<file path="config.mk">
export PLATFORM = sky130hd
export DESIGN_NAME = rfc3339_timestamp_check
export DESIGN_NICKNAME = d
export VERILOG_FILES = /design/src/sv/rtsc_pkg.sv /design/src/sv/rtsc_parse.sv /design/src/sv/rtsc_judge.sv /design/src/sv/rfc3339_timestamp_check.sv
export SDC_FILE = /design/constraint.sdc
export NUM_CORES = 1
export LEC_CHECK = 0
export ABC_AREA = 1
export BUFFER_PORTS_ARGS = -buffer_cell sky130_fd_sc_hd__buf_4
export CORE_ASPECT_RATIO = 1.4
export CORE_MARGIN = 1
export CORE_UTILIZATION = 45
export DETAILED_ROUTE_END_ITERATION = 6
export SLEW_MARGIN = 10
export SYNTH_ARGS = -nofsm -noshare
export SYNTH_HDL_FRONTEND = slang
export SYNTH_SLANG_ARGS = --single-unit
export TNS_END_PERCENT = 100
</file>
<file path="constraint.sdc">
create_clock -name clk -period 4.04 [get_ports clk]
set_clock_uncertainty 0.1 [all_clocks]
set_input_delay 0.808 -clock clk [delete_from_list [all_inputs] [get_ports clk]]
set_output_delay 0.808 -clock clk [all_outputs]
set_load 0.1 [all_outputs]
</file>
<file path="src/sv/rtsc_pkg.sv">
package rtsc_pkg;

  localparam int unsigned PosW = 5;
  localparam int unsigned ValW = 7;

  localparam logic [PosW-1:0] LEN_SHORT = PosW'(20);
  localparam logic [PosW-1:0] LEN_LONG  = PosW'(25);
  localparam logic [PosW-1:0] POS_SAT   = PosW'(26);
  localparam logic [PosW-1:0] POS_SUFFIX = PosW'(19);

  localparam logic [ValW-1:0] MAX_HOUR = ValW'(23);
  localparam logic [ValW-1:0] MAX_MIN  = ValW'(59);
  localparam logic [ValW-1:0] MAX_MONTH = ValW'(12);

  localparam logic [7:0] CH_ZULU  = 8'h5A;
  localparam logic [7:0] CH_T     = 8'h54;
  localparam logic [7:0] CH_DASH  = 8'h2D;
  localparam logic [7:0] CH_PLUS  = 8'h2B;
  localparam logic [7:0] CH_COLON = 8'h3A;

  // parsed timestamp; the year is kept as four decimal digits, most significant first
  typedef struct packed {
    logic [PosW-1:0]      pos;
    logic [3:0][3:0]      year;
    logic [ValW-1:0]      month;
    logic [ValW-1:0]      day;
    logic [ValW-1:0]      hour;
    logic [ValW-1:0]      minute;
    logic [ValW-1:0]      second;
    logic [ValW-1:0]      zone_hour;
    logic [ValW-1:0]      zone_minute;
    logic                 zulu;
    logic                 sign;
    logic                 ferr;
  } fields_t;

  function automatic logic [4:0] month_days(input logic [3:0] m);
    logic [4:0] d;
    unique case (m)
      4'd1, 4'd3, 4'd5, 4'd7, 4'd8, 4'd10, 4'd12: d = 5'd31;
      4'd4, 4'd6, 4'd9, 4'd11:                    d = 5'd30;
      4'd2:                                       d = 5'd28;
      default:                                    d = 5'd0;
    endcase
    return d;
  endfunction

endpackage

</file>
<file path="src/sv/rtsc_parse.sv">
module rtsc_parse (
  input  logic                 clk,
  input  logic                 rst_n,
  input  logic                 en,
  input  logic [7:0]           char_byte,
  input  logic                 last_byte,
  output rtsc_pkg::fields_t    fld_nxt
);

  rtsc_pkg::fields_t fld_r;
  logic              is_digit;
  logic [3:0]        dig;

  function automatic logic [rtsc_pkg::ValW-1:0] acc10(
    input logic [rtsc_pkg::ValW-1:0] acc,
    input logic [3:0]                d
  );
    logic [rtsc_pkg::ValW-1:0] s;
    s = (acc << 3) + (acc << 1) + rtsc_pkg::ValW'(d);
    return s;
  endfunction

  assign is_digit = (char_byte >= 8'h30) && (char_byte <= 8'h39);
  assign dig      = char_byte[3:0];

  always_comb begin
    fld_nxt = fld_r;
    unique case (fld_r.pos)
      5'd0, 5'd1, 5'd2, 5'd3: begin
        if (is_digit) fld_nxt.year[fld_r.pos[1:0]] = dig;
        else fld_nxt.ferr = 1'b1;
      end
      5'd5, 5'd6: begin
        if (is_digit) fld_nxt.month = acc10(fld_r.month, dig);
        else fld_nxt.ferr = 1'b1;
      end
      5'd8, 5'd9: begin
        if (is_digit) fld_nxt.day = acc10(fld_r.day, dig);
        else fld_nxt.ferr = 1'b1;
      end
      5'd11, 5'd12: begin
        if (is_digit) fld_nxt.hour = acc10(fld_r.hour, dig);
        else fld_nxt.ferr = 1'b1;
      end
      5'd14, 5'd15: begin
        if (is_digit) fld_nxt.minute = acc10(fld_r.minute, dig);
        else fld_nxt.ferr = 1'b1;
      end
      5'd17, 5'd18: begin
        if (is_digit) fld_nxt.second = acc10(fld_r.second, dig);
        else fld_nxt.ferr = 1'b1;
      end
      5'd20, 5'd21: begin
        if (is_digit) fld_nxt.zone_hour = acc10(fld_r.zone_hour, dig);
        else fld_nxt.ferr = 1'b1;
      end
      5'd23, 5'd24: begin
        if (is_digit) fld_nxt.zone_minute = acc10(fld_r.zone_minute, dig);
        else fld_nxt.ferr = 1'b1;
      end
      5'd4, 5'd7: begin
        if (char_byte != rtsc_pkg::CH_DASH) fld_nxt.ferr = 1'b1;
      end
      5'd10: begin
        if (char_byte != rtsc_pkg::CH_T) fld_nxt.ferr = 1'b1;
      end
      5'd13, 5'd16, 5'd22: begin
        if (char_byte != rtsc_pkg::CH_COLON) fld_nxt.ferr = 1'b1;
      end
      rtsc_pkg::POS_SUFFIX: begin
        if (char_byte == rtsc_pkg::CH_ZULU) fld_nxt.zulu = 1'b1;
        else if (char_byte == rtsc_pkg::CH_PLUS || char_byte == rtsc_pkg::CH_DASH)
          fld_nxt.sign = 1'b1;
        else fld_nxt.ferr = 1'b1;
      end
      // too long
      default: fld_nxt.ferr = 1'b1;
    endcase
    if (fld_r.pos < rtsc_pkg::POS_SAT) fld_nxt.pos = fld_r.pos + 1'b1;
  end

  always_ff @(posedge clk) begin
    if (!rst_n) begin
      fld_r <= '0;
    end else if (en) begin
      if (last_byte) begin
        fld_r <= '0;
      end else begin
        fld_r <= fld_nxt;
      end
    end
  end

  a_pos_sat: assert property (@(posedge clk) disable iff (!rst_n)
    fld_r.pos <= rtsc_pkg::POS_SAT)
    else $error("byte position past saturation");

  a_clear_after_last: assert property (@(posedge clk) disable iff (!rst_n)
    en && last_byte |=> fld_r.pos == '0 && !fld_r.ferr && !fld_r.zulu && !fld_r.sign)
    else $error("state not cleared after final byte");

endmodule

</file>
<file path="src/sv/rtsc_judge.sv">
module rtsc_judge (
  input  rtsc_pkg::fields_t fld,
  output logic              ok
);

  logic [3:0] m4;
  logic       leap;
  logic [5:0] max_day;
  logic       ranges_ok;
  logic       form_ok;

  assign m4 = fld.month[3:0];

  // two-digit value mod 4 equals (2*tens + ones) mod 4
  always_comb begin
    if (fld.year[2] == 4'd0 && fld.year[3] == 4'd0) begin
      leap = (2'({fld.year[0][0], 1'b0}) + fld.year[1][1:0]) == 2'd0;
    end else begin
      leap = (2'({fld.year[2][0], 1'b0}) + fld.year[3][1:0]) == 2'd0;
    end
  end

  assign max_day = {1'b0, rtsc_pkg::month_days(m4)} + 6'((m4 == 4'd2) && leap);

  assign ranges_ok = (fld.year != '0)
                  && (fld.month != '0) && (fld.month <= rtsc_pkg::MAX_MONTH)
                  && (fld.hour <= rtsc_pkg::MAX_HOUR)
                  && (fld.minute <= rtsc_pkg::MAX_MIN)
                  && (fld.second <= rtsc_pkg::MAX_MIN)
                  && (fld.day != '0) && (fld.day <= rtsc_pkg::ValW'(max_day));

  always_comb begin
    if (fld.pos == rtsc_pkg::LEN_SHORT) begin
      form_ok = fld.zulu;
    end else if (fld.pos == rtsc_pkg::LEN_LONG) begin
      form_ok = fld.sign && (fld.zone_hour <= rtsc_pkg::MAX_HOUR)
             && (fld.zone_minute <= rtsc_pkg::MAX_MIN);
    end else begin
      form_ok = 1'b0;
    end
  end

  assign ok = !fld.ferr && ranges_ok && form_ok;

endmodule

</file>
<file path="src/sv/rfc3339_timestamp_check.sv">
// out_valid is registered, raised when the final byte leaves the input stage
// throughput: one byte per cycle; bytes keep flowing while a result waits,
//   only a final byte stalls behind a result that has not been taken
// reset (rst_n low, synchronous): pipeline empties, parser state clears,
//   the next byte starts a new string
module rfc3339_timestamp_check (
  input  logic       clk,
  input  logic       rst_n,
  input  logic       in_valid,
  output logic       in_stall,
  input  logic [7:0] in_char_byte,
  input  logic       in_last_byte,
  output logic       out_valid,
  input  logic       out_stall,
  output logic       out_timestamp_valid
);

  logic              s1_valid_r;
  logic              s1_valid_nxt;
  logic [7:0]        s1_byte_r;
  logic              s1_last_r;
  logic              out_valid_r;
  logic              out_ts_r;
  logic              out_free;
  logic              s1_go;
  logic              in_take;
  logic              ok;
  rtsc_pkg::fields_t fld_nxt;

  assign out_free = !out_valid_r || !out_stall;
  assign s1_go    = s1_valid_r && (!s1_last_r || out_free);
  assign in_stall = s1_valid_r && !s1_go;
  assign in_take  = in_valid && !in_stall;

  always_comb begin
    if (in_take) begin
      s1_valid_nxt = 1'b1;
    end else if (s1_go) begin
      s1_valid_nxt = 1'b0;
    end else begin
      s1_valid_nxt = s1_valid_r;
    end
  end

  always_ff @(posedge clk) begin
    if (!rst_n) begin
      s1_valid_r <= 1'b0;
    end else begin
      s1_valid_r <= s1_valid_nxt;
    end
  end

  always_ff @(posedge clk) begin
    if (in_take) begin
      s1_byte_r <= in_char_byte;
      s1_last_r <= in_last_byte;
    end
  end

  rtsc_parse u_parse (
    .clk       (clk),
    .rst_n     (rst_n),
    .en        (s1_go),
    .char_byte (s1_byte_r),
    .last_byte (s1_last_r),
    .fld_nxt   (fld_nxt)
  );

  rtsc_judge u_judge (
    .fld (fld_nxt),
    .ok  (ok)
  );

  always_ff @(posedge clk) begin
    if (!rst_n) begin
      out_valid_r <= 1'b0;
    end else if (s1_go && s1_last_r) begin
      out_valid_r <= 1'b1;
    end else if (out_free) begin
      out_valid_r <= 1'b0;
    end
  end

  always_ff @(posedge clk) begin
    if (s1_go && s1_last_r) begin
      out_ts_r <= ok;
    end
  end

  assign out_valid           = out_valid_r;
  assign out_timestamp_valid = out_ts_r;

  a_stall_cause: assert property (@(posedge clk) disable iff (!rst_n)
    in_stall |-> s1_last_r && out_valid_r && out_stall)
    else $error("input stalled without a blocked final byte");

  a_result_from_last: assert property (@(posedge clk) disable iff (!rst_n)
    !out_valid_r |=> !out_valid_r || $past(s1_go && s1_last_r))
    else $error("result raised without a final byte");

endmodule

</file>
# Word-level counts from Yosys, hierarchy flattened
# Memories as Yosys holds them, arrays and structs flattened.
# Cells that the tools add are included.
[word_totals]
n_memories = 1
word_cells = 171
rom_bits = 80
in_bits = 13
output_inout_bits = 3
ff_bits = 85
[memory_table]
columns = ["memory", "depth", "word_bits", "rd", "rd_ports_with_merged_regs", "write_ports", "line", "text"]
rows = [
  ["(name not given)", 16, 5, 1, 0, 0, "rtsc_pkg.sv:39", "unique case (m)"],
]
[classes]
n_reduce_logical = 49
eq_ne = 33
addsub = 18
n_lt_le_gt_ge = 12
n_mux = 38
[ops]
columns = ["operator", "n"]
rows = [
  ["$mux 7", 14],
  ["$mux 73", 1],
  ["$eq 5x5->1 const B", 11],
  ["$add 7x4->7", 7],
  ["$add 7x7->7", 7],
  ["$eq 5x4->1 const B", 8],
  ["$mux 16", 2],
  ["$le 7x6->1 const B", 3],
  ["$eq 5x3->1 const B", 4],
  ["$logic_and 1x1->1", 19],
  ["$reduce_or 18->1", 1],
  ["$bwmux 16", 1],
  ["$eq 8x6->1 const B", 2],
  ["$ne 8x6->1 const B", 2],
  ["$reduce_bool 16->1", 1],
  ["$reduce_or 2->1", 8],
  ["$le 7x5->1 const B", 2],
  ["$mux 1", 14],
  ["$reduce_bool 7->1", 2],
  ["$eq 5x2->1 const B", 2],
  ["$demux 4 s2", 1],
  ["$eq 8x7->1 const B", 1],
  ["$ge 8x6->1 const B", 1],
  ["$le 8x6->1 const B", 1],
  ["other kinds (23)", 35],
]

# Longest topological paths before layout
# Gate-level depths: netlist (run 1).
[logic_depth]
depth_word = 17
mapped_depth = 35
ltp_nobuf = 33

# Hierarchy
# Synthesis (run 1) repeated with hierarchy kept, for this count alone.
[hier_totals]
cells_unflattened = 952
hier_area_um2 = 6497.5
[by_module_without_submodules]
columns = ["mod", "seq_area_each_um2", "cells_each", "area_per_inst_um2", "instances"]
rows = [
  ["rtsc_parse", 1461.4, 817, 5536.6, 1],
  ["rtsc_judge", 0.0, 109, 549.3, 1],
  ["rfc3339_timestamp_check", 340.3, 26, 411.6, 1],
]

# Worst setup path before layout (run 1)
# OpenSTA, ideal clock, no wires.
[synth_timing]
kind = "register -> register"
from = "reg s1_byte_r[3]"
to = "reg out_ts_r, in the netlist out_timestamp_valid (data pin)"
path_stages_with_launch = 28
setup_ns = 0.138
path_slack_ns = -0.291
synth_period_minus_slack_ns = 4.331
t_arrival_ns = 4.093
path_cell_list = "edfxtp_1 -> inv_1 -> fa_1 -> inv_1 -> fa_1 -> nand3_2 -> nand2_2 -> nor3_2 -> nand3_1 -> nor2_1 -> ha_1 -> ha_1 -> inv_1 -> ha_1 -> ha_1 -> a21oi_1 -> o21ai_0 -> nand2_1 -> nand2_1 -> nand2_1 -> nand2_1 -> nand2_1 -> nand2_1 -> nor2_1 -> nand2_1 -> nor2_1 -> nand3_1 -> nor2_1"
[synth_between]
elab_chain_cells = 14
word_cells_on_any_way = 80
cone_classes = "add/sub: 10; order compare: 9; eq/ne: 7; mux: 30; reduce/logical: 23; memory: 1"
[synth_lines]
columns = ["item", "line", "text"]
rows = [
  ["start, declared", "rfc3339_timestamp_check.sv:20", "logic [7:0] s1_byte_r;"],
  ["start signal, assigned", "rfc3339_timestamp_check.sv:55", "s1_byte_r <= in_char_byte;"],
  ["branches (longest 13 deep; another with $ge 8x6->1)", "--", ""],
  ["$logic_and 1x1->1 *", "rtsc_judge.sv:43", "assign ok = !fld.ferr && ranges_ok && form_ok;"],
  ["named net ok", "rfc3339_timestamp_check.sv:27", "logic ok;"],
  ["end signal, assigned", "rfc3339_timestamp_check.sv:86", "out_ts_r <= ok;"],
  ["end, declared", "rfc3339_timestamp_check.sv:23", "logic out_ts_r;"],
]
# Mark *: on every way through the listed nets, which the timed path passes.
# A chain may end at the register's enable or synchronous reset.

# Worst setup path in the final report (run 1)
# Same ends and word-level chain as after synthesis.

==> results of run 1 <==
routing by layer:
metal  part of all wire [%]  vias up
li1                       -     3579
met1                     43     3103
met2                     52       84
met3                    2.2       25
met4                    2.6        0
met5                      0        -
through the flow:
stage,setup slack (ns),std cells,area (um2)
finish,-0.06688,1347,8165
global route,-0.3353,1347,8165
CTS,-0.009016,1332,7978
detailed placement,0.008505,1316,7667
global placement,0.03564,1316,7667
floorplan,-0.04935,1105,7242
layout make-up:
class / count / area, um2
clock inverter: 5 / 73.82
clock buffer: 11 / 232.7
inverter: 162 / 610.6
multi-input combinational: 825 / 4705
sequential: 85 / 1805
timing repair buffer: 63 / 493.0
fill: 1588 / 7510
tap: 196 / 245.2
worst paths after layout:
kind                          start                  end  cells past startpoint
hold reg to reg   u_parse.fld_r[64]    u_parse.fld_r[64]                      2
setup / recovery       s1_byte_r[3]  out_timestamp_valid                     27
setup reg to reg       s1_byte_r[3]  out_timestamp_valid                     27
hold / removal    u_parse.fld_r[64]    u_parse.fld_r[64]                      2
cell usage after synthesis, types with 5 or more instances:
master,instances
nand2_2,11
edfxtp_1,10
xor2_1,6
nor2_1,75
buf_6,7
ha_1,70
fa_1,14
o21ai_0,31
nand3_1,70
inv_1,148
nand2_1,375
clkbuf_1,18
xnor2_1,11
inv_2,12
dfxtp_1,75
nor2_4,6
nand4_1,11
a21oi_1,82
nor2_2,6
o21bai_1,5
o21ai_1,6
cell families after synthesis:
logic type | Yosys count | synth area share [%]
muxes | 2 | 0.2765
buffers and inverters | 196 | 11.34
xor gates and xnor gates | 17 | 2.057
AOI/OAI and AO/OA | 142 | 10.65
and+or+nand+nor | 579 | 34.83
DFF | 85 | 24.89
adders and majority gates | 84 | 15.97
power groups by stage:
| stage | sequential (mW) | clock (mW) | combinational, mW |
|---|---|---|---|
| floorplan | 0.895 | 0 | 0.116 |
| global placement | 0.889 | 0 | 0.191 |
| detailed placement | 0.890 | 0 | 0.191 |
| CTS | 0.870 | 0.906 | 0.192 |
| global route | 0.871 | 0.957 | 0.225 |
| finish | 0.871 | 0.885 | 0.204 |
registers in the layout, summed over array words and instances (netlist names):
register             cells
out_timestamp_valid      1
out_valid                1
s1_byte_r                8
s1_last_r                1
s1_valid_r               1
u_parse.fld_r           73
worst min-delay path: stages, from the launching register on:
cell and delay (ns):
dfxtp_1 0.31, nand2_1 0.06, a21oi_1 0.05
what timing repair did:
item / CTS / global route
gates cloned: 0 / 1
resized for setup: 2 / 18
endpoints found under the setup margin: 1 / 1
pin swaps: 1 / 18
setup buffers: 0 / 14
==> impl_metrics.toml, run 1 <==
[outcome]
status = "complete, but fails checks"
violations = "setup timing"

[route]
drt_wl_total_mm = 18.77
via_per_inst = 5.042
avgRoutedWirePerCell_um = 13.93
dr.pass1.iters = 7
drt-initial-drc-count = 216
drtAntennaViolNets = 0
vias = 6791
route.detailed.drc = 0

[floorplan]
fp.dieArea_um2 = 16610
initial_core_util_pct = 46.18
fp.dieH_um = 152.1
rows = 54
die_x_um = 109.2
core_um2 = 15680
ios = 16

[job]
cap_violations = 0

[setup_path]
worstPathArrival_ns = 4.21
critPathMaxFanout = 3
cpMostUsedCell = "nand2_1"
crit_path_start_kind = "register"
worstPathRequired_ns = 4.14
r2r_slack_ns = -0.07
crit_type = "reg2reg"
path_buf_inv = 3
critPathTopFamily = "adder cells"
critPathSlowestCell = "fa_1"
critPathMaxStageDelay_ns = 0.54
endpoint_kind = "register"

[grt]
grt_pass1_wl_mm = 31.29
grt.busiest_layer = "met2"
grt_start_max_net_pins = 56
met1_usage_pct = 28.09
use_met3_pct = 2.917
antenna_found_initial = 0
grt_use_met2_pct = 43.67
grt_usage_pct = 23.97
grt_overflow_total = 0
grt_pass1_vias = 6637

[final_layout]
antenna-diode-count = 0
layout_commonest_cell = "nand2_1"
layout-drive-gt1-share_pct = 13.21
layout_common_cells = "nand2_1, inv_1, a21oi_1, nor2_1, dfxtp_1"
area_growth_pct = 12.79
final_util_pct = 52.09
fin_nets = 1243

[sta]
fin_crit_ns = 4.107
setup-violations-final = 1
hold_viol = 0
period_share_pct = 101.7
rsz0062_at_grt = "yes"
max_slew_margin_pct = 42.27
whs_ns = 0.3639
worst_pin_slew_ns = 0.8627
finalMaxSlewViolations = 0
tns_ns = -0.06688
fmax_mhz = 243.5
setup_ws_ns = -0.06688

[placed_design]
place.gp.congestion = 0.9248
dp_hpwl_mm = 13.78
io_buffers = 15

[clocking]
insertion_delay_ns = 0.34
htreeDepth = 3
cts_tree = "done"
postCtsHoldBufs = 0
path_clk_slew_ns = 0.06
cts_buffer_depth = 2
cts.sinks = 85
cts_buffers = 9
cts-root-buf = "clkbuf_16"

[power_and_ir_drop]
p_total_mw = 1.960
ir_worst_vdd_mv = 0.1615
switching_share_pct = 25.04
p_int_mw = 1.469
seqPwrFrac_pct = 44.4
p_switching_mw = 0.4907
powerDensity_nw_per_um2 = 240.0
p_leak_nw = 4.051
clkPwrFrac_pct = 45.2
pwr-share-comb_pct = 10.4

[yosys]
async_flop_share_pct = 0
ys_types = 46
synth_seq_cells = 85
synth_fp_nets = 1202
syn_inst = 1105
synth_top_cell_by_area = "dfxtp_1"
avgSynthCellArea_um2 = 6.552
synth-edff-count = 10
yosys_warnings = 0
synth_top_cell_area_share_pct = 20.74
yosys-top-cells-area = "dfxtp_1, nand2_1, ha_1"
synthFlopType = "dfxtp_1"
ys_seq_area_share_pct = 24.89
synth_area_um2 = 7239

[worst_hold_path]
worstHoldPathType = "reg2reg"
No activity file was read; power rests on OpenSTA's default activity.
==> run 2: changes to the inputs <==
Settings changed: PLACE_DENSITY from default to 0.62.
==> run 2 against run 1 <==
The flow now finishes without violations; non-clock buffer count rose by 2; combinational power fell by 2%; global-route usage fell by 1.0 points; first-iteration DRC count rose by 37%; register-to-register slack improved by 0.08 ns; die area did not move; hold slack barely moved; via count fell by 0.94%.
==> impl_metrics.toml, run 2 (synthesis gave the netlist of run 1 again) <==
[setup_path]
endpoint_kind = "register"
critPathMaxStageDelay_ns = 0.53
worstPathRequired_ns = 4.15
crit_path_start_kind = "register"
path_buf_inv = 3
worstPathArrival_ns = 4.13
critPathMaxFanout = 3
critPathSlowestCell = "fa_1"
critPathTopFamily = "adder cells"
cpMostUsedCell = "nand2_1"
crit_type = "reg2reg"

[power_and_ir_drop]
p_leak_nw = 4.076
powerDensity_nw_per_um2 = 240.6
ir_worst_vdd_mv = 0.1639
clkPwrFrac_pct = 45.7
switching_share_pct = 26.16
pwr-share-comb_pct = 10.1
seqPwrFrac_pct = 44.2
p_int_mw = 1.452
p_switching_mw = 0.5144
p_total_mw = 1.966

[final_layout]
fin_nets = 1245
layout-drive-gt1-share_pct = 13.27
antenna-diode-count = 0
final_util_pct = 52.12
layout_commonest_cell = "nand2_1"
fillers = 1618
regMostFlops = "u_parse.fld_r"
area_growth_pct = 12.86
stdcell_area_um2 = 8170
top_regs = "u_parse.fld_r (73), s1_byte_r (8)"
largest_register_ffs = 73
layout_common_cells = "nand2_1, inv_1, a21oi_1, nor2_1, dfxtp_1"

[worst_hold_path]
worstHoldPathType = "reg2reg"

[placed_design]
post_dp_cell_area_um2 = 7757
place.gp.congestion = 0.8773
io_buffers = 15
dp_hpwl_mm = 13.67

[sta]
setup-violations-final = 0
period_share_pct = 99.64
max_slew_margin_pct = 44.64
finalMaxSlewViolations = 0
hold_viol = 0
fin_crit_ns = 4.025
fmax_mhz = 248.4
rsz0062_at_grt = "yes"
worst_pin_slew_ns = 0.8274

[outcome]
status = "finished, final reports clean"

[floorplan]
ios = 16
core_um2 = 15680
initial_core_util_pct = 46.18
die_x_um = 109.2
fp.dieArea_um2 = 16610
fp.dieH_um = 152.1
rows = 54

[grt]
grt_pass1_wl_mm = 29.93
grt_pass1_vias = 6287
antenna_found_initial = 0
grt_start_max_net_pins = 52
grt_overflow_total = 0
grt_usage_pct = 22.94

[clocking]
cts_tree = "done"
insertion_delay_ns = 0.34
postCtsHoldBufs = 0
cts_buffer_depth = 2
cts-root-buf = "clkbuf_16"
cts_buffers = 9
path_clk_slew_ns = 0.07
cts.sinks = 85
htreeDepth = 3

[route]
via_per_inst = 4.987
drtAntennaViolNets = 0
vias = 6727
avgRoutedWirePerCell_um = 13.42
dr.pass1.iters = 6
drt_wl_total_mm = 18.10
drt-initial-drc-count = 296
route.detailed.drc = 0

[job]
cap_violations = 0
-- run 2: changes by cell type in the layout (fill, tap and decap cells not counted), sizes merged --
cell	before	now
buf	62	65
bufinv	2	1
clkbuf	12	10
clkinv	3	2
clkinvlp	0	1
inv	162	164
-- run 2: final cells by class --
class                      instances  area, um2  area share, %
inverter                         162      610.6          7.473
multi-input combinational        825       4686          57.35
sequential                        85       1805          22.10
clock inverter                     6      72.57         0.8882
tap                              196      245.2          3.002
timing repair buffer              65      500.5          6.126
clock buffer                      10      250.2          3.063
-- run 2: timing repair --
| action | in CTS | in global routing |
|---|---|---|
| pin swaps | 0 | 6 |
| gates resized for setup | 4 | 7 |
| endpoints found under the setup margin | 1 | 1 |
| cloned | 0 | 1 |
| setup buffers | 1 | 3 |
-- run 2: power groups by stage --
stage / clock network (mW) / logic, mW / registers (mW)
after floorplan: 0 / 0.116 / 0.895
after global placement: 0 / 0.194 / 0.889
after detailed placement: 0 / 0.195 / 0.889
after CTS: 0.925 / 0.198 / 0.869
after global routing: 0.957 / 0.223 / 0.871
final: 0.898 / 0.199 / 0.870
-- run 2: worst min-delay path, cell delays in order (launching register included) --
cell     delay, ns
dfxtp_1       0.31
nand2_1       0.06
a21oi_1       0.05
-- run 2: stage by stage --
stage	setup WS (ns)	cells	setup TNS [ns]	hold slack, ns
final	0.01454	1349	0	0.3636
after global routing	-0.2561	1349	-0.2561	0.3786
after CTS	-0.005139	1345	-0.005139	0.3666
after detailed placement	-0.08588	1328	-0.08588	0.3576
after global placement	0.008310	1328	0	0.3486
after floorplan	-0.04935	1105	-0.04935	0.3374
-- run 2: worst paths after layout --
path / startpoint / end / slack (ns) / cells past startpoint
max: u_parse.fld_r[47] / out_timestamp_valid / 0.01 / 27
min: u_parse.fld_r[23] / u_parse.fld_r[23] / 0.36 / 2
max reg2reg: u_parse.fld_r[47] / out_timestamp_valid / 0.01 / 27
min reg2reg: u_parse.fld_r[23] / u_parse.fld_r[23] / 0.36 / 2
-- run 2: metal layers --
layer / global-route usage [%] / vias up / share of wire, %
met3: 2.445 / 14 / 2.5
met5: 0 / - / 0
met1: 27.73 / 3055 / 44
met2: 42.32 / 87 / 53
li1: - / 3571 / -
met4: 5.524 / 0 / 1.1
